## src/hdl/bdq_pkg.sv

```systemverilog
// Shared types and constants for the bounded deque core.
package bdq_pkg;

  localparam int OP_W       = 3;
  localparam int VALUE_W    = 32;
  localparam int POS_W      = 4;
  localparam int WORD_OUT_W = 32;
  localparam int STATUS_W   = 3;
  localparam int COUNT_W    = 5;
  localparam int IN_TDATA_W  = 40;
  localparam int OUT_TDATA_W = 40;

  typedef enum logic [OP_W-1:0] {
    OP_INS_FRONT = 3'd0,
    OP_INS_BACK  = 3'd1,
    OP_REM_FRONT = 3'd2,
    OP_REM_VALUE = 3'd3,
    OP_PEEK      = 3'd4
  } op_t;

  typedef enum logic [STATUS_W-1:0] {
    STATUS_OK        = 3'd0,
    STATUS_EMPTY     = 3'd1,
    STATUS_NOT_FOUND = 3'd2,
    STATUS_RANGE     = 3'd3,
    STATUS_FULL      = 3'd4
  } status_t;

  typedef enum logic [2:0] {
    S_IDLE,
    S_DECIDE,
    S_CAPTURE,
    S_SCAN,
    S_SHIFT,
    S_FINISH
  } ctl_state_t;

  typedef enum logic [1:0] {
    RD_FRONT,
    RD_PEEK,
    RD_NEXT,
    RD_NEXT2
  } rd_sel_t;

  typedef enum logic [1:0] {
    WR_FRONT,
    WR_BACK,
    WR_SHIFT
  } wr_sel_t;

  typedef enum logic [2:0] {
    UPD_NONE,
    UPD_PUSH_FRONT,
    UPD_PUSH_BACK,
    UPD_POP,
    UPD_DROP
  } upd_t;

  typedef struct packed {
    logic    load_req;
    logic    rd_en;
    rd_sel_t rd_sel;
    logic    wr_en;
    wr_sel_t wr_sel;
    logic    idx_inc;
    logic    cap_word;
    logic    set_st;
    status_t st_code;
    logic    finish;
    upd_t    upd;
  } bdq_cmd_t;

  typedef struct packed {
    op_t  op;
    logic full;
    logic empty;
    logic range_err;
    logic match;
    logic more;
    logic more2;
    logic st_ok;
    logic out_free;
  } bdq_sts_t;

endpackage

```

## src/hdl/bounded_deque_with_value_removal_core.sv

```systemverilog
// Top level of the bounded deque core with removal by value.
// The core holds up to DEPTH words in a ring held in a memory with one write and one
// registered read port, and it works on one request at a time. An insert passes through the
// decide and finish states, a remove-front or a peek through decide, capture and finish. A
// remove-by-value walks the memory one entry per cycle, first to find the match and then to
// move every later entry one place toward the front, so its walk covers at most DEPTH
// entries. A new item is accepted as soon as the result of the previous one is in the
// output register, even while that result waits to be taken.
module bounded_deque_with_value_removal_core
  import bdq_pkg::*;
#(
  parameter int DEPTH      = 16,
  parameter int WORD_WIDTH = 32
) (
  input  logic                   clk,
  input  logic                   rst_n,
  input  logic                   in_tvalid,
  output logic                   in_tready,
  // operation[2:0], value[34:3], position[38:35], zero[39]
  input  logic [IN_TDATA_W-1:0]  in_tdata,
  output logic                   out_tvalid,
  input  logic                   out_tready,
  // word[31:0], status[34:32], count[39:35]
  output logic [OUT_TDATA_W-1:0] out_tdata
);

  bdq_cmd_t cmd;
  bdq_sts_t sts;

  bdq_ctrl u_ctrl (
    .clk       (clk),
    .rst_n     (rst_n),
    .in_tvalid (in_tvalid),
    .in_tready (in_tready),
    .sts       (sts),
    .cmd       (cmd)
  );

  bdq_dpath #(
    .DEPTH      (DEPTH),
    .WORD_WIDTH (WORD_WIDTH)
  ) u_dpath (
    .clk        (clk),
    .rst_n      (rst_n),
    .in_tdata   (in_tdata),
    .out_tready (out_tready),
    .out_tvalid (out_tvalid),
    .out_tdata  (out_tdata),
    .cmd        (cmd),
    .sts        (sts)
  );

endmodule

```

## src/hdl/bdq_dpath.sv

```systemverilog
// Datapath of the bounded deque: entry memory, ring pointers, request and result registers.
module bdq_dpath
  import bdq_pkg::*;
#(
  parameter int DEPTH      = 16,
  parameter int WORD_WIDTH = 32
) (
  input  logic                   clk,
  input  logic                   rst_n,
  input  logic [IN_TDATA_W-1:0]  in_tdata,
  input  logic                   out_tready,
  output logic                   out_tvalid,
  output logic [OUT_TDATA_W-1:0] out_tdata,
  input  bdq_cmd_t               cmd,
  output bdq_sts_t               sts
);

  localparam int AW   = (DEPTH > 1) ? $clog2(DEPTH) : 1;
  localparam int CW   = $clog2(DEPTH + 1);
  localparam int SW   = CW + 1;
  localparam int CMPW = (CW > POS_W) ? CW : POS_W;
  localparam logic [SW:0]   DEPTH_S = (SW+1)'(DEPTH);
  localparam logic [CW-1:0] DEPTH_C = CW'(DEPTH);
  localparam logic [AW-1:0] LAST_SLOT = AW'(DEPTH - 1);

  logic [WORD_WIDTH-1:0] mem [DEPTH];
  logic [WORD_WIDTH-1:0] rd_data_r;

  op_t                   op_r;
  logic [WORD_WIDTH-1:0] val_r;
  logic [POS_W-1:0]      pos_r;
  logic [AW-1:0]         head_r, head_nxt;
  logic [CW-1:0]         count_r, count_nxt;
  logic [CW-1:0]         idx_r;
  logic [WORD_WIDTH-1:0] word_r;
  status_t               st_r;

  logic                  out_valid_r;
  logic [WORD_OUT_W-1:0] out_word_r;
  status_t               out_status_r;
  logic [COUNT_W-1:0]    out_count_r;

  logic [SW-1:0] idx_p1, idx_p2, rd_off, wr_off;
  logic [SW:0]   rd_sum, wr_sum, rd_wrap, wr_wrap;
  logic [AW-1:0] rd_addr, wr_addr, head_dec, head_inc;
  logic [WORD_WIDTH-1:0] wr_data;

  assign idx_p1   = SW'(idx_r) + SW'(1);
  assign idx_p2   = SW'(idx_r) + SW'(2);
  assign head_dec = (head_r == '0) ? LAST_SLOT : head_r - AW'(1);
  assign head_inc = (head_r == LAST_SLOT) ? '0 : head_r + AW'(1);

  always_comb begin
    case (cmd.rd_sel)
      RD_FRONT: rd_off = '0;
      RD_PEEK:  rd_off = SW'(pos_r);
      RD_NEXT:  rd_off = idx_p1;
      RD_NEXT2: rd_off = idx_p2;
      default:  rd_off = '0;
    endcase
  end

  assign rd_sum  = (SW+1)'(head_r) + (SW+1)'(rd_off);
  assign rd_wrap = (rd_sum >= DEPTH_S) ? rd_sum - DEPTH_S : rd_sum;
  assign rd_addr = rd_wrap[AW-1:0];

  always_comb begin
    case (cmd.wr_sel)
      WR_BACK:  wr_off = SW'(count_r);
      WR_SHIFT: wr_off = SW'(idx_r);
      default:  wr_off = '0;
    endcase
  end

  assign wr_sum  = (SW+1)'(head_r) + (SW+1)'(wr_off);
  assign wr_wrap = (wr_sum >= DEPTH_S) ? wr_sum - DEPTH_S : wr_sum;

  always_comb begin
    case (cmd.wr_sel)
      WR_FRONT: begin
        wr_addr = head_dec;
        wr_data = val_r;
      end
      WR_BACK: begin
        wr_addr = wr_wrap[AW-1:0];
        wr_data = val_r;
      end
      WR_SHIFT: begin
        wr_addr = wr_wrap[AW-1:0];
        wr_data = rd_data_r;
      end
      default: begin
        wr_addr = wr_wrap[AW-1:0];
        wr_data = val_r;
      end
    endcase
  end

  always_ff @(posedge clk) begin
    if (cmd.wr_en) begin
      mem[wr_addr] <= wr_data;
    end
  end

  always_ff @(posedge clk) begin
    if (cmd.rd_en) begin
      rd_data_r <= mem[rd_addr];
    end
  end

  always_comb begin
    head_nxt  = head_r;
    count_nxt = count_r;
    case (cmd.upd)
      UPD_PUSH_FRONT: begin
        head_nxt  = head_dec;
        count_nxt = count_r + CW'(1);
      end
      UPD_PUSH_BACK: count_nxt = count_r + CW'(1);
      UPD_POP: begin
        head_nxt  = head_inc;
        count_nxt = count_r - CW'(1);
      end
      UPD_DROP: count_nxt = count_r - CW'(1);
      default: begin
        head_nxt  = head_r;
        count_nxt = count_r;
      end
    endcase
  end

  always_ff @(posedge clk) begin
    if (!rst_n) begin
      head_r  <= '0;
      count_r <= '0;
    end else if (cmd.finish) begin
      head_r  <= head_nxt;
      count_r <= count_nxt;
    end
  end

  always_ff @(posedge clk) begin
    if (cmd.load_req) begin
      op_r   <= op_t'(in_tdata[OP_W-1:0]);
      val_r  <= WORD_WIDTH'(in_tdata[OP_W +: VALUE_W]);
      pos_r  <= in_tdata[OP_W+VALUE_W +: POS_W];
      idx_r  <= '0;
      word_r <= '0;
      st_r   <= STATUS_OK;
    end else begin
      if (cmd.idx_inc) begin
        idx_r <= idx_r + CW'(1);
      end
      if (cmd.cap_word) begin
        word_r <= rd_data_r;
      end
      if (cmd.set_st) begin
        st_r <= cmd.st_code;
      end
    end
  end

  always_ff @(posedge clk) begin
    if (!rst_n) begin
      out_valid_r <= 1'b0;
    end else if (cmd.finish) begin
      out_valid_r <= 1'b1;
    end else if (out_tready) begin
      out_valid_r <= 1'b0;
    end
  end

  always_ff @(posedge clk) begin
    if (cmd.finish) begin
      out_word_r   <= WORD_OUT_W'(word_r);
      out_status_r <= st_r;
      out_count_r  <= COUNT_W'(count_nxt);
    end
  end

  assign out_tvalid = out_valid_r;
  assign out_tdata  = {out_count_r, out_status_r, out_word_r};

  assign sts.op        = op_r;
  assign sts.full      = (count_r == DEPTH_C);
  assign sts.empty     = (count_r == '0);
  assign sts.range_err = (CMPW'(pos_r) >= CMPW'(count_r));
  assign sts.match     = (rd_data_r == val_r);
  assign sts.more      = (idx_p1 < SW'(count_r));
  assign sts.more2     = (idx_p2 < SW'(count_r));
  assign sts.st_ok     = (st_r == STATUS_OK);
  assign sts.out_free  = !out_valid_r || out_tready;

endmodule

```

## src/hdl/bdq_ctrl.sv

```systemverilog
// Controller state machine that sequences each deque request through the datapath.
module bdq_ctrl
  import bdq_pkg::*;
(
  input  logic     clk,
  input  logic     rst_n,
  input  logic     in_tvalid,
  output logic     in_tready,
  input  bdq_sts_t sts,
  output bdq_cmd_t cmd
);

  ctl_state_t state_r, state_nxt;

  always_ff @(posedge clk) begin
    if (!rst_n) begin
      state_r <= S_IDLE;
    end else begin
      state_r <= state_nxt;
    end
  end

  always_comb begin
    state_nxt = state_r;
    case (state_r)
      S_IDLE: begin
        if (in_tvalid) begin
          state_nxt = S_DECIDE;
        end
      end
      S_DECIDE: begin
        case (sts.op)
          OP_REM_FRONT: state_nxt = sts.empty ? S_FINISH : S_CAPTURE;
          OP_PEEK:      state_nxt = sts.range_err ? S_FINISH : S_CAPTURE;
          OP_REM_VALUE: state_nxt = sts.empty ? S_FINISH : S_SCAN;
          default:      state_nxt = S_FINISH;
        endcase
      end
      S_CAPTURE: state_nxt = S_FINISH;
      S_SCAN: begin
        if (sts.match) begin
          state_nxt = sts.more ? S_SHIFT : S_FINISH;
        end else begin
          state_nxt = sts.more ? S_SCAN : S_FINISH;
        end
      end
      S_SHIFT: state_nxt = sts.more2 ? S_SHIFT : S_FINISH;
      S_FINISH: begin
        if (sts.out_free) begin
          state_nxt = S_IDLE;
        end
      end
      default: state_nxt = S_IDLE;
    endcase
  end

  always_comb begin
    cmd         = '0;
    cmd.rd_sel  = RD_FRONT;
    cmd.wr_sel  = WR_FRONT;
    cmd.st_code = STATUS_OK;
    cmd.upd     = UPD_NONE;
    in_tready   = 1'b0;
    case (state_r)
      S_IDLE: begin
        in_tready    = 1'b1;
        cmd.load_req = in_tvalid;
      end
      S_DECIDE: begin
        case (sts.op)
          OP_INS_FRONT, OP_INS_BACK: begin
            cmd.set_st  = sts.full;
            cmd.st_code = STATUS_FULL;
          end
          OP_REM_FRONT: begin
            cmd.set_st  = sts.empty;
            cmd.st_code = STATUS_EMPTY;
            cmd.rd_en   = !sts.empty;
            cmd.rd_sel  = RD_FRONT;
          end
          OP_PEEK: begin
            cmd.set_st  = sts.range_err;
            cmd.st_code = STATUS_RANGE;
            cmd.rd_en   = !sts.range_err;
            cmd.rd_sel  = RD_PEEK;
          end
          OP_REM_VALUE: begin
            cmd.set_st  = 1'b1;
            cmd.st_code = STATUS_NOT_FOUND;
            cmd.rd_en   = !sts.empty;
            cmd.rd_sel  = RD_FRONT;
          end
          default: cmd.set_st = 1'b0;
        endcase
      end
      S_CAPTURE: cmd.cap_word = 1'b1;
      S_SCAN: begin
        cmd.rd_en  = sts.more;
        cmd.rd_sel = RD_NEXT;
        if (sts.match) begin
          cmd.cap_word = 1'b1;
          cmd.set_st   = 1'b1;
          cmd.st_code  = STATUS_OK;
        end else begin
          cmd.idx_inc = sts.more;
        end
      end
      S_SHIFT: begin
        cmd.wr_en   = 1'b1;
        cmd.wr_sel  = WR_SHIFT;
        cmd.idx_inc = 1'b1;
        cmd.rd_en   = sts.more2;
        cmd.rd_sel  = RD_NEXT2;
      end
      S_FINISH: begin
        if (sts.out_free) begin
          cmd.finish = 1'b1;
          if (sts.st_ok) begin
            case (sts.op)
              OP_INS_FRONT: begin
                cmd.wr_en  = 1'b1;
                cmd.wr_sel = WR_FRONT;
                cmd.upd    = UPD_PUSH_FRONT;
              end
              OP_INS_BACK: begin
                cmd.wr_en  = 1'b1;
                cmd.wr_sel = WR_BACK;
                cmd.upd    = UPD_PUSH_BACK;
              end
              OP_REM_FRONT: cmd.upd = UPD_POP;
              OP_REM_VALUE: cmd.upd = UPD_DROP;
              default:      cmd.upd = UPD_NONE;
            endcase
          end
        end
      end
      default: in_tready = 1'b0;
    endcase
  end

endmodule

```

## config.mk

```make
export PLATFORM = sky130hd
export DESIGN_NAME = bounded_deque_with_value_removal_core
export DESIGN_NICKNAME = d
export VERILOG_FILES = /design/src/hdl/bdq_pkg.sv /design/src/hdl/bounded_deque_with_value_removal_core.sv /design/src/hdl/bdq_dpath.sv /design/src/hdl/bdq_ctrl.sv
export SDC_FILE = /design/constraint.sdc
export NUM_CORES = 1
export LEC_CHECK = 0
export BUFFER_PORTS_ARGS = -buffer_cell sky130_fd_sc_hd__buf_2
export CORE_ASPECT_RATIO = 0.75
export CORE_MARGIN = 2
export CORE_UTILIZATION = 60
export CTS_CLUSTER_SIZE = 30
export DETAILED_ROUTE_END_ITERATION = 10
export PLACE_DENSITY_LB_ADDON = 0.1
export SYNTH_ARGS = -nofsm -noshare
export SYNTH_HDL_FRONTEND = slang
export SYNTH_SLANG_ARGS = --single-unit
```

## constraint.sdc

```tcl
create_clock -name clk -period 6.1 [get_ports clk]
set_clock_uncertainty 0.1 [all_clocks]
set_input_delay 0.915 -clock clk [delete_from_list [all_inputs] [get_ports clk]]
set_output_delay 0.915 -clock clk [all_outputs]
set_load 0.02 [all_outputs]
```

Word-level counts from Yosys, hierarchy flattened
Memory sizes are Yosys's and may differ from the RTL's. A register that Yosys moved wholly into a read port is not among the register bits.
Cells that the tools add are included.
{"block": "totals", "register_bits": 132, "mem_bits_rw": 512, "inputBits": 44, "output_inout_bits": 42, "elab_cells": 116, "memories": 1}
{"block": "op_classes", "addsub": 11, "magnitude_cmp": 5, "n_eq_ne": 23, "mux": 44, "n_reduce_logical": 19}
{"name": "u_dpath.mem", "words": 16, "word_bits": 32, "rd": 1, "rd_clocked_by_memory_dff": 1, "wr": 1, "line": "bdq_dpath.sv:26", "source": "logic [WORD_WIDTH-1:0] mem [DEPTH];"}
{"cell": "equality test 32 bit", "count": 1}
{"cell": "two-way mux 32 bit", "count": 1}
{"cell": "two-way mux 3 bit", "count": 10}
{"cell": "two-way mux 4 bit", "count": 7}
{"cell": "one-hot mux 3 bit (4 select lines)", "count": 2}
{"cell": "one-hot mux 6 bit (4 select lines)", "count": 1}
{"cell": "one-hot mux 5 bit (2 select lines)", "count": 2}
{"cell": "equality test 3 x 2 -> 1 bit (second input constant)", "count": 6}
{"cell": "one-hot mux 3 bit (2 select lines)", "count": 3}
{"cell": "one-hot mux 3 bit (3 select lines)", "count": 2}
{"cell": "one-hot mux 3 bit (6 select lines)", "count": 1}
{"cell": "one-hot mux 4 bit (2 select lines)", "count": 2}
{"cell": "equality test 3 bit (second input constant)", "count": 4}
{"cell": "< comparator 6 x 5 -> 1 bit", "count": 2}
{"cell": "subtractor 4 x 1 -> 4 bit (second input constant)", "count": 3}
{"cell": "adder 5 x 1 -> 5 bit (second input constant)", "count": 2}
{"cell": "equality test 3 x 1 -> 1 bit (second input constant)", "count": 3}
{"cell": "logical NOT 3 bit", "count": 3}
{"cell": "two-way mux 1 bit", "count": 9}
{"cell": "OR reduction 2 bit", "count": 4}
{"cell": "adder 4 x 6 -> 7 bit", "count": 1}
{"cell": "greater-or-equal comparator 7 x 5 -> 1 bit (second input constant)", "count": 1}
{"cell": "adder 4 x 5 -> 6 bit", "count": 1}
{"cell": "adder 5 x 1 -> 6 bit (second input constant)", "count": 1}
{"cell": "20 further kinds", "count": 30}

Longest topological paths before layout
Gate-level depths: netlist of run 1.
{"block": "logic_depth", "depth_word": 11, "depth_mapped": 17, "mapped_depth_nobuf": 14}

Cells and area by module
Synthesis of run 1 repeated with hierarchy kept, for this count alone.
{"block": "unflattened", "hier_cells": 1514, "area_unflattened_um2": 27527.7}
{"module": "bdq_dpath", "n_inst": 1, "cells_each": 1439, "area_per_inst_um2": 27005.9, "seq_area_each_um2": 19708.9}
{"module": "bdq_ctrl", "n_inst": 1, "cells_each": 75, "area_per_inst_um2": 521.8, "seq_area_each_um2": 60.1}

Worst setup path before layout of run 1
OpenSTA, ideal clock, no wires.
{"block": "synth_timing", "path_type": "in2reg", "from": "input port out_tready", "to": "memory u_dpath.mem[4][0], enable pin", "setup_ns": 0.421, "t_arrival_ns": 5.007, "t_required_ns": 5.579, "setup_slack_ns": 0.572, "stages": 16, "n_path_buf": 2, "path_cell_list": "nand2b_1 -> and4_1 -> and3_1 -> inv_1 -> ha_1 -> clkbuf_1 -> clkbuf_1 -> a22oi_1 -> nor2_1 -> ha_1 -> a21o_1 -> a21oi_1 -> xnor3_1 -> mux2i_1 -> nand2_1 -> nor2_1"}
{"block": "synth_between", "elab_chain_len": 9, "word_cells_on_any_way": 14, "cone_classes": "add/sub (2); order compare (1); eq/ne (2); mux (7); reduce/logical (2)"}
{"item": "from (decl)", "line": "bounded_deque_with_value_removal_core.sv:22", "source": "input logic out_tready,"}
{"item": "logical OR 1 bit (*)", "line": "bdq_dpath.sv:192", "source": "assign sts.out_free = !out_valid_r || out_tready;"}
{"item": "two-way mux 3 bit (*)", "line": "bdq_ctrl.sv:116", "source": "if (sts.out_free) begin"}
{"item": "one-hot mux 3 bit (2 select lines) (*)", "line": "bdq_ctrl.sv:64", "source": "case (state_r)"}
{"item": "equality test 2 bit or equality test 2 x 1 -> 1 bit (tied branches)", "line": "bdq_dpath.sv:68", "source": "case (cmd.wr_sel)"}
{"item": "one-hot mux 5 bit (2 select lines)", "line": "bdq_dpath.sv:68"}
{"item": "adder 4 x 5 -> 6 bit", "line": "bdq_dpath.sv:75", "source": "assign wr_sum = (SW+1)'(head_r) + (SW+1)'(wr_off);"}
{"item": "greater-or-equal comparator 6 x 5 -> 1 bit or subtractor 4 x 1 -> 4 bit (tied branches)", "line": "bdq_dpath.sv:76", "source": "assign wr_wrap = (wr_sum >= DEPTH_S) ? wr_sum - DEPTH_S : wr_sum;"}
{"item": "two-way mux 4 bit", "line": "bdq_dpath.sv:76"}
{"item": "two-way mux 4 bit", "line": "bdq_dpath.sv:79", "source": "case (cmd.wr_sel)"}
{"item": "to (decl)", "line": "bdq_dpath.sv:26"}
Mark *: on every way between the ends. The rest lies on a longest branch, timed or not.

Worst setup path in the final report of run 1
{"block": "layout_timing", "from": "register u_ctrl.state_r[2]", "to": "memory u_dpath.mem[5][13], enable pin"}
{"block": "layout_between", "elab_chain_len": 8, "word_cells_on_any_way": 14, "cone_classes": "add/sub (2); order compare (1); eq/ne (4); mux (6); reduce/logical (1)"}
{"item": "from (decl)", "line": "bdq_ctrl.sv:13", "source": "ctl_state_t state_r, state_nxt;"}
{"item": "from (signal assigned)", "line": "bdq_ctrl.sv:19", "source": "state_r <= state_nxt;"}
{"item": "equality test 3 bit", "line": "bdq_ctrl.sv:64"}
{"item": "one-hot mux 3 bit (2 select lines) (*)", "line": "bdq_ctrl.sv:64"}
{"item": "equality test 2 bit or equality test 2 x 1 -> 1 bit (tied branches)", "line": "bdq_dpath.sv:68"}
{"item": "one-hot mux 5 bit (2 select lines)", "line": "bdq_dpath.sv:68"}
{"item": "adder 4 x 5 -> 6 bit", "line": "bdq_dpath.sv:75"}
{"item": "greater-or-equal comparator 6 x 5 -> 1 bit or subtractor 4 x 1 -> 4 bit (tied branches)", "line": "bdq_dpath.sv:76"}
{"item": "two-way mux 4 bit", "line": "bdq_dpath.sv:76"}
{"item": "two-way mux 4 bit", "line": "bdq_dpath.sv:79"}
Marks and branches as above.

==> impl_metrics.env, run 1 <==
export IMPL_status="finished, final reports clean"
export IMPL_ctsResizeCount=0
export IMPL_syn_area_per_cell_sq_um=20.7
export IMPL_holdCritStartpoint="u_dpath.word_r[4]"
export IMPL_port_buffers=84
export IMPL_synth_area_leaders="edfxtp_1 70%, mux4_2 11%, dfxtp_1 4.0%"
export IMPL_period_share_pct=79.4
export IMPL_wl_per_cell_um=28.6
export IMPL_p_per_area_mw_per_mm2=388
export IMPL_startpoint="u_ctrl.state_r[2]"
export IMPL_nFillCells=2707
export IMPL_totalNegativeSetupSlack_ns=0
export IMPL_clock_latency_ns=0.63
export IMPL_regArea_sq_mm=0.0198
export IMPL_cap_violations=0
export IMPL_die_area_sq_mm=0.0463
export IMPL_gp_congestion=0.897
export IMPL_required_ns=6.31
export IMPL_antenna_found_initial=1
export IMPL_cts_sinks=676
export IMPL_arrival_ns=5.05
export IMPL_ios=86
export IMPL_yosys_warnings=0
export IMPL_critical_path_class="flop to flop"
export IMPL_ff2ff_setup_slack_ns=1.25
export IMPL_drc=0
export IMPL_hold_viol_final=0
export IMPL_max_slew_margin_pct=44.3
export IMPL_cp_start_kind="flop"
export IMPL_synth_most_common_cell="edfxtp_1"
export IMPL_multiInputGateArea_sq_mm=0.00677
export IMPL_netlist_instances=1291
export IMPL_ys_seq_area_share_pct=74.0
export IMPL_grt_remaining_overflow=0
export IMPL_vias_per_cell=6.39
export IMPL_grt_pass1_wl_mm=86.0
export IMPL_ctsHtreeMaxLevel=2
export IMPL_numCtsBuffers=61
export IMPL_die_height_um=187
export IMPL_drive_above_1_share_pct=27.3
export IMPL_row_count=66
export IMPL_post_cts_buffers=0
export IMPL_ys_async_sr_fraction_pct=0
export IMPL_synth_edf_count=623
export IMPL_ys_types=70
export IMPL_ys_seq_elements=676
export IMPL_n_antenna_cell=0
export IMPL_hold_path_class="flop to flop"
export IMPL_setup_viol=0
export IMPL_regToRegStartpoint="u_ctrl.state_r[2]"
export IMPL_synth_top_area_cell="edfxtp_1"
export IMPL_cts_clk_slew_worst_paths_ns=0.07
export IMPL_synth_top_area_share_pct=70.0
export IMPL_core_area_sq_mm=0.0437
export IMPL_finalNetCount=1485
export IMPL_start_util_pct=61.2
export IMPL_fp_dieW_um=248
export IMPL_cts_tree="yes"
export IMPL_vias=13000
export IMPL_end_kind="flop"
export IMPL_final_antenna_net_count=0
export IMPL_grt_pass1_vias=13000
export IMPL_synthFlopType="edfxtp_1"
export IMPL_grtUsageTotal_pct=25.8
export IMPL_syn_to_final_growth_pct=12.3
export IMPL_dp_hpwl_mm=33.1
export IMPL_syn_nets=1367
export IMPL_stdcell_count=2037
export IMPL_yosys_top_cells_count="623 x edfxtp_1, 130 x mux4_2, 53 x dfxtp_1"
export IMPL_ir_worst_vdd_mv=0.287
export IMPL_ctsRootBufferMaster="clkbuf_16"
export IMPL_wl_mm=58.3
export IMPL_dpl_cell_count=1924
export IMPL_worst_pin_slew_ns=0.835
export IMPL_slew_violations=0
export IMPL_rsz0062_at_grt="no"
export IMPL_dr_pass1_iters=6
export IMPL_drtIter0Drc=1097
export IMPL_clock_path_buffers=3
export IMPL_post_route_min_period_ns=4.85
export IMPL_grt_start_max_net_pins=58
export IMPL_netlist_area_sq_mm=0.0267
export IMPL_path_max_fanout=16
export IMPL_power_leakage_nw=9.79
export IMPL_cts_hold_buf=0
export IMPL_max_freq_ghz=0.206
==> stage by stage <==
step / setup WS [ns] / power (mW) / hold WS (ns) / area, sq um / util, %
global route: 0.998 / 12.1 / 0.313 / 30000 / 68.7
global placement: 1.07 / 8.01 / 0.319 / 28100 / 64.3
floorplan: 0.572 / 7.34 / 0.309 / 26700 / -
CTS: 1.27 / 11.7 / 0.290 / 30000 / 68.7
finish: 1.25 / 11.7 / 0.300 / 30000 / 68.7
detailed placement: 0.985 / 8.06 / 0.317 / 28100 / 64.3
==> cells in the final DEF (no fill, tap or decap), types with 14 or more instances in the layout <==
| cell type | instances |
|---|---|
| clkinv_1 | 15 |
| clkbuf_16 | 61 |
| nand2_1 | 27 |
| nor2_1 | 25 |
| buf_2 | 84 |
| buf_4 | 25 |
| mux4_1 | 30 |
| mux2_2 | 33 |
| mux4_2 | 130 |
| a22o_1 | 32 |
| nor2_4 | 17 |
| clkinv_2 | 15 |
| inv_1 | 14 |
| ha_1 | 27 |
| xor2_1 | 36 |
| dfxtp_1 | 53 |
| edfxtp_1 | 623 |
| a21oi_1 | 18 |
==> flip-flops by register name (all words and copies together) (netlist names), 5 cells and up <==
| signal | count |
|---|---|
| u_dpath.mem | 512 |
| u_dpath.out_word_r | 32 |
| u_dpath.rd_data_r | 32 |
| u_dpath.val_r | 32 |
| u_dpath.word_r | 32 |
| u_dpath.count_r | 5 |
| u_dpath.idx_r | 5 |
| u_dpath.out_count_r | 5 |
==> final timing paths <==
check,to,cells past startpoint
worst max register to register,u_dpath.mem[5][13],15
worst max-delay path,u_dpath.mem[5][13],15
worst min register to register,u_dpath.out_word_r[4],0
worst min-delay path,u_dpath.out_word_r[4],0
==> logic make-up after synthesis <==
| group | after synthesis | share of synthesized area (%) |
|---|---|---|
| flip-flops | 676 | 74.0 |
| adder cells (fa/ha/maj) | 32 | 1.58 |
| AO/OA/AOI/OAI | 122 | 3.37 |
| buffers and inverters | 79 | 1.42 |
| XOR/XNOR | 48 | 1.65 |
| AND/OR/NAND/NOR | 140 | 2.67 |
| multiplexers | 194 | 15.3 |
==> metal layers <==
layer  up-vias  wire length, um  GRT usage, %
li1       5593                -             -
met2       491            27200          39.2
met1      6858            26000          40.7
met4         2              743          4.49
met5         -               13             0
met3        65             4240          4.07
==> power breakdown <==
group	total [mW]	internal, mW	leakage [nW]	switching [mW]
logic	2.11	0.835	2.76	1.27
clock network	3.70	2.05	0.947	1.65
registers	5.85	5.68	6.09	0.172
==> cell type report <==
type | instances | share of cell area, %
sequential | 676 | 65.9
multi-input combinational | 536 | 22.5
clock buffer | 74 | 5.25
timing repair buffer | 117 | 2.56
tap | 578 | 2.41
clock inverter | 39 | 1.15
inverter | 17 | 0.221
==> worst max-delay path, stage by stage, from the launching register on <==
cell and delay (ns):
dfxtp_1 0.67, and3b_1 0.30, and4_1 0.27, and3_1 0.22
inv_1 0.08, ha_2 0.27, a22oi_1 0.21, nor2_1 0.10
ha_1 0.27, a21o_1 0.16, a21oi_1 0.16, xnor3_1 0.25
mux2i_1 0.18, nand2_1 0.27, nor2_4 0.66, buf_4 0.36
(Power assumes the default switching activity.)
==> run 2, diff against run 1 <==
==> constraint.sdc (replaced) <==
create_clock -name clk -period 4.75 [get_ports clk]
set_clock_uncertainty 0.1 [all_clocks]
set_input_delay 0.7125 -clock clk [delete_from_list [all_inputs] [get_ports clk]]
set_output_delay 0.7125 -clock clk [all_outputs]
set_load 0.02 [all_outputs]
==> impl_metrics.env, run 2 (synthesis gave the netlist of run 1 again) <==
export IMPL_wl_per_cell_um=28.1
export IMPL_finalNetCount=1503
export IMPL_rsz0062_at_grt="no"
export IMPL_power_leakage_nw=9.99
export IMPL_period_share_pct=87.2
export IMPL_hold_viol_final=0
export IMPL_path_max_fanout=11
export IMPL_post_route_min_period_ns=4.14
export IMPL_numCtsBuffers=60
export IMPL_drtIter0Drc=1490
export IMPL_grt_pass1_vias=12900
export IMPL_max_slew_margin_pct=36.1
export IMPL_setup_viol=0
export IMPL_grt_pass1_wl_mm=85.3
export IMPL_grt_start_max_net_pins=52
export IMPL_fp_dieW_um=248
export IMPL_clock_latency_ns=0.62
export IMPL_wl_met1_mm=26.0
export IMPL_status="finished, final reports clean"
export IMPL_nFillCells=2689
export IMPL_cts_tree="yes"
export IMPL_slew_violations=0
export IMPL_cts_sinks=676
export IMPL_cpPeakStageDelay_ns=0.40
export IMPL_crit_family="simple AND/OR/NAND/NOR gates"
export IMPL_cap_violations=0
export IMPL_core_area_sq_mm=0.0437
export IMPL_met3_length_mm=4.40
export IMPL_cp_start_kind="flop"
export IMPL_end_kind="flop"
export IMPL_final_cell_mix="623 x edfxtp_1, 130 x mux4_2, 84 x buf_2"
export IMPL_stdcell_count=2056
export IMPL_arrival_ns=4.33
export IMPL_dpl_cell_count=1943
export IMPL_required_ns=4.94
export IMPL_hold_path_class="primary input to flop"
export IMPL_ctsHtreeMaxLevel=2
export IMPL_row_count=66
export IMPL_n_antenna_cell=0
export IMPL_drc=0
export IMPL_port_buffers=84
export IMPL_critical_path_class="flop to flop"
export IMPL_syn_to_final_growth_pct=13.9
export IMPL_drive_above_1_share_pct=29.0
export IMPL_vias_per_cell=6.38
export IMPL_ios=86
export IMPL_ir_worst_vdd_mv=0.508
export IMPL_utilization_pct=69.7
export IMPL_grtUsageTotal_pct=25.6
export IMPL_gp_congestion=0.870
export IMPL_antenna_found_initial=0
export IMPL_cp_slowest_cell="dfxtp_1"
export IMPL_largest_reg_flops=512
export IMPL_ctsRootBufferMaster="clkbuf_16"
export IMPL_clock_path_buffers=3
export IMPL_regMostFlops="u_dpath.mem"
export IMPL_final_antenna_net_count=0
export IMPL_dp_hpwl_mm=34.4
export IMPL_critPathBufInv=2
export IMPL_cts_hold_buf=0
export IMPL_power_mw=15.1
export IMPL_die_height_um=187
export IMPL_max_freq_ghz=0.242
export IMPL_worst_pin_slew_ns=0.950
export IMPL_die_area_sq_mm=0.0463
export IMPL_cts_clk_slew_worst_paths_ns=0.07
export IMPL_post_cts_buffers=0
export IMPL_final_common_cell="edfxtp_1"
export IMPL_ctsResizeCount=0
export IMPL_highest_layer="met5"
export IMPL_p_per_area_mw_per_mm2=496
export IMPL_wl_met2_mm=26.2
export IMPL_wl_mm=57.7
export IMPL_cp_cell_sequence="and3b_1 -> and4_1 -> and3_1 -> inv_1 -> ha_2 -> a22oi_1 -> nor2_1 -> ha_1 -> a21o_1 -> a21oi_1 -> xnor3_1 -> mux2i_1 -> nand2_1 -> nor2_4 -> buf_4"
export IMPL_dr_pass1_iters=5
export IMPL_start_util_pct=61.2
export IMPL_vias=13100
export IMPL_grt_remaining_overflow=0
-- run 2: changes by cell type in the layout (fill, tap and decap cells not counted), moves of 3 or more --
cell,change
buf_12,+18
clkinv_1,-7
clkbuf_8,+3
clkbuf_1,-4
-- run 2: worst paths after layout --
kind	start	endpoint	slack, ns	cells after the start
hold / removal	in_tdata[12]	u_dpath.val_r[9]	0.17	1
setup reg to reg	u_ctrl.state_r[1]	u_dpath.mem[3][2]	0.61	15
hold reg to reg	u_dpath.word_r[2]	u_dpath.out_word_r[2]	0.33	0
setup / recovery	u_ctrl.state_r[1]	u_dpath.mem[3][2]	0.61	15
-- run 2: through the flow --
step | TNS (ns) | hold WS [ns] | worst slack (ns) | instance area [sq um]
global route | 0 | 0.141 | 0.367 | 30400
CTS | 0 | 0.137 | 0.663 | 30400
finish | 0 | 0.167 | 0.610 | 30400
detailed placement | 0 | 0.318 | 0.412 | 28400
global placement | 0 | 0.321 | 0.496 | 28400
floorplan | -139.97 | 0.309 | -0.468 | 26800
-- run 2: layout make-up --
class	count	area, sq um	share of cell area [%]
timing repair buffer	136	1140	3.73
clock inverter	39	360	1.18
inverter	17	66.3	0.218
tap	578	723	2.38
sequential	676	19800	65.0
clock buffer	74	1630	5.34
multi-input combinational	536	6750	22.2
-- run 2: routing by layer --
layer  track usage, %  vias up
met5             1.58        -
met4             5.34        2
met3             4.66       72
met2             37.0      523
met1             41.4     6877
li1                 -     5638
-- run 2: where the power goes --
part	internal, mW	switching [mW]
Combinational	1.12	1.68
Sequential	7.29	0.185
Clock	2.72	2.12
Total	11.1	3.98
==> run 3, diff against run 2 <==
--- a/config.mk
+++ b/config.mk
@@ -11,7 +11,7 @@
 export CORE_UTILIZATION = 60
 export CTS_CLUSTER_SIZE = 30
 export DETAILED_ROUTE_END_ITERATION = 10
-export PLACE_DENSITY_LB_ADDON = 0.1
+export PLACE_DENSITY = 0.88
 export SYNTH_ARGS = -nofsm -noshare
 export SYNTH_HDL_FRONTEND = slang
 export SYNTH_SLANG_ARGS = --single-unit
==> impl_metrics.env, run 3 (synthesis gave the netlist of run 1 again) <==
export IMPL_status="finished, final reports clean"
export IMPL_fp_dieW_um=248
export IMPL_cts_tree="yes"
export IMPL_grt_start_max_net_pins=48
export IMPL_gp_congestion=0.854
export IMPL_grt_remaining_overflow=0
export IMPL_grtUsageTotal_pct=28.2
export IMPL_cap_violations=0
export IMPL_worst_pin_slew_ns=0.914
export IMPL_drive_above_1_share_pct=27.8
export IMPL_ios=86
export IMPL_largest_reg_flops=512
export IMPL_drc=0
export IMPL_setup_viol=0
export IMPL_ctsHtreeMaxLevel=2
export IMPL_ir_worst_vdd_mv=0.425
export IMPL_post_route_min_period_ns=4.45
export IMPL_clock_latency_ns=0.60
export IMPL_wl_mm=64.0
export IMPL_grt_pass1_vias=14200
export IMPL_end_kind="flop"
export IMPL_finalNetCount=1495
export IMPL_die_height_um=187
export IMPL_totalNegativeSetupSlack_ns=0
export IMPL_cp_start_kind="flop"
export IMPL_dp_hpwl_mm=35.8
export IMPL_die_area_sq_mm=0.0463
export IMPL_fin_ws_ns=0.301
export IMPL_hold_viol_final=0
export IMPL_grt_pass1_wl_mm=93.4
export IMPL_clock_path_buffers=3
export IMPL_period_share_pct=93.7
export IMPL_path_max_fanout=19
export IMPL_dp_slack_ns=0.145
export IMPL_nFillCells=2479
export IMPL_drtIter0Drc=1961
export IMPL_n_antenna_cell=0
export IMPL_cts_clk_slew_worst_paths_ns=0.06
export IMPL_row_count=66
export IMPL_final_common_cell="edfxtp_1"
export IMPL_slew_violations=0
export IMPL_ctsRootBufferMaster="clkbuf_16"
export IMPL_p_per_area_mw_per_mm2=501
export IMPL_syn_to_final_growth_pct=12.7
export IMPL_max_slew_margin_pct=39.1
export IMPL_post_cts_buffers=0
export IMPL_vias_per_cell=6.85
export IMPL_dr_pass1_iters=8
export IMPL_hold_path_class="primary input to flop"
export IMPL_core_area_sq_mm=0.0437
export IMPL_regMostFlops="u_dpath.mem"
export IMPL_start_util_pct=61.2
export IMPL_final_antenna_net_count=0
export IMPL_power_leakage_nw=9.85
export IMPL_max_freq_ghz=0.225
export IMPL_port_buffers=84
export IMPL_final_cell_mix="623 x edfxtp_1, 130 x mux4_2, 84 x buf_2"
export IMPL_rsz0062_at_grt="no"
export IMPL_utilization_pct=68.9
export IMPL_critical_path_class="flop to flop"
export IMPL_arrival_ns=4.59
export IMPL_required_ns=4.90
export IMPL_vias=14000
export IMPL_antenna_found_initial=0
export IMPL_wl_per_cell_um=31.3
export IMPL_numCtsBuffers=57
export IMPL_cts_sinks=676
==> run 3: cell count changes in the layout (fill, tap and decap cells not counted), moves of 2 or more <==
cell / change
clkbuf_8: -3
buf_4: +7
clkinv_2: -9
buf_6: +3
clkinv_1: +8
inv_4: -2
bufinv_16: +4
clkbuf_16: -5
buf_12: -15
==> run 3: repair_timing <==
item,in CTS,in global routing
hold buffers,0,0
gates resized for setup,0,4
endpoints found under the setup margin,0,86
==> run 3: final cells by class <==
| class | count | area [sq um] | share of cell area (%) |
|---|---|---|---|
| Clock inverter | 38 | 413 | 1.37 |
| Multi-Input combinational cell | 536 | 6750 | 22.4 |
| Clock buffer | 66 | 1460 | 4.85 |
| Timing Repair Buffer | 131 | 922 | 3.06 |
| Inverter | 17 | 66.3 | 0.220 |
| Sequential cell | 676 | 19800 | 65.7 |
| Tap cell | 578 | 723 | 2.40 |
==> run 3: through the flow <==
step	hold WS [ns]	cells	cell area [sq um]	total power [mW]
after floorplan	0.309	1291	26800	9.43
after global placement	0.320	1938	28200	10.2
after detailed placement	0.319	1938	28200	10.4
after CTS	0.163	2042	30100	15.1
after global routing	0.160	2042	30100	15.5
final	0.185	2042	30100	15.1
==> run 3: worst max-delay path: stages (launching register included) <==
cell     delay [ns]
dfxtp_1        0.45
and3b_1        0.27
and4_1         0.35
and3_1         0.25
inv_1          0.09
ha_2           0.23
a22oi_1        0.23
nor2_1         0.11
ha_1           0.29
a21o_1         0.16
a21oi_1        0.18
xnor3_1        0.27
mux2i_1        0.19
nand2_1        0.31
nor2_4         0.19
buf_4          0.42
==> run 3: worst paths after layout <==
path / endpoint / slack, ns / startpoint / depth (start not counted)
worst max-delay path: u_dpath.mem[3][20] / 0.30 / u_ctrl.state_r[0] / 15
worst min-delay path: u_dpath.val_r[24] / 0.18 / in_tdata[27] / 1
worst max register to register: u_dpath.mem[3][20] / 0.30 / u_ctrl.state_r[0] / 15
worst min register to register: u_dpath.out_word_r[0] / 0.33 / u_dpath.word_r[0] / 0
==> run 3: per-layer routing <==
layer / global-route usage, % / part of all wire [%] / vias up
li1: - / - / 5606
met1: 37.4 / 36 / 7224
met2: 46.9 / 50 / 973
met3: 5.70 / 9.9 / 189
met4: 9.86 / 3.7 / 0
met5: 0 / 0 / -
==> run 3: where the power goes <==
part | switching, mW | internal, mW
logic | 1.73 | 1.10
registers | 0.219 | 7.29
clock network | 2.06 | 2.68
total | 4.01 | 11.1
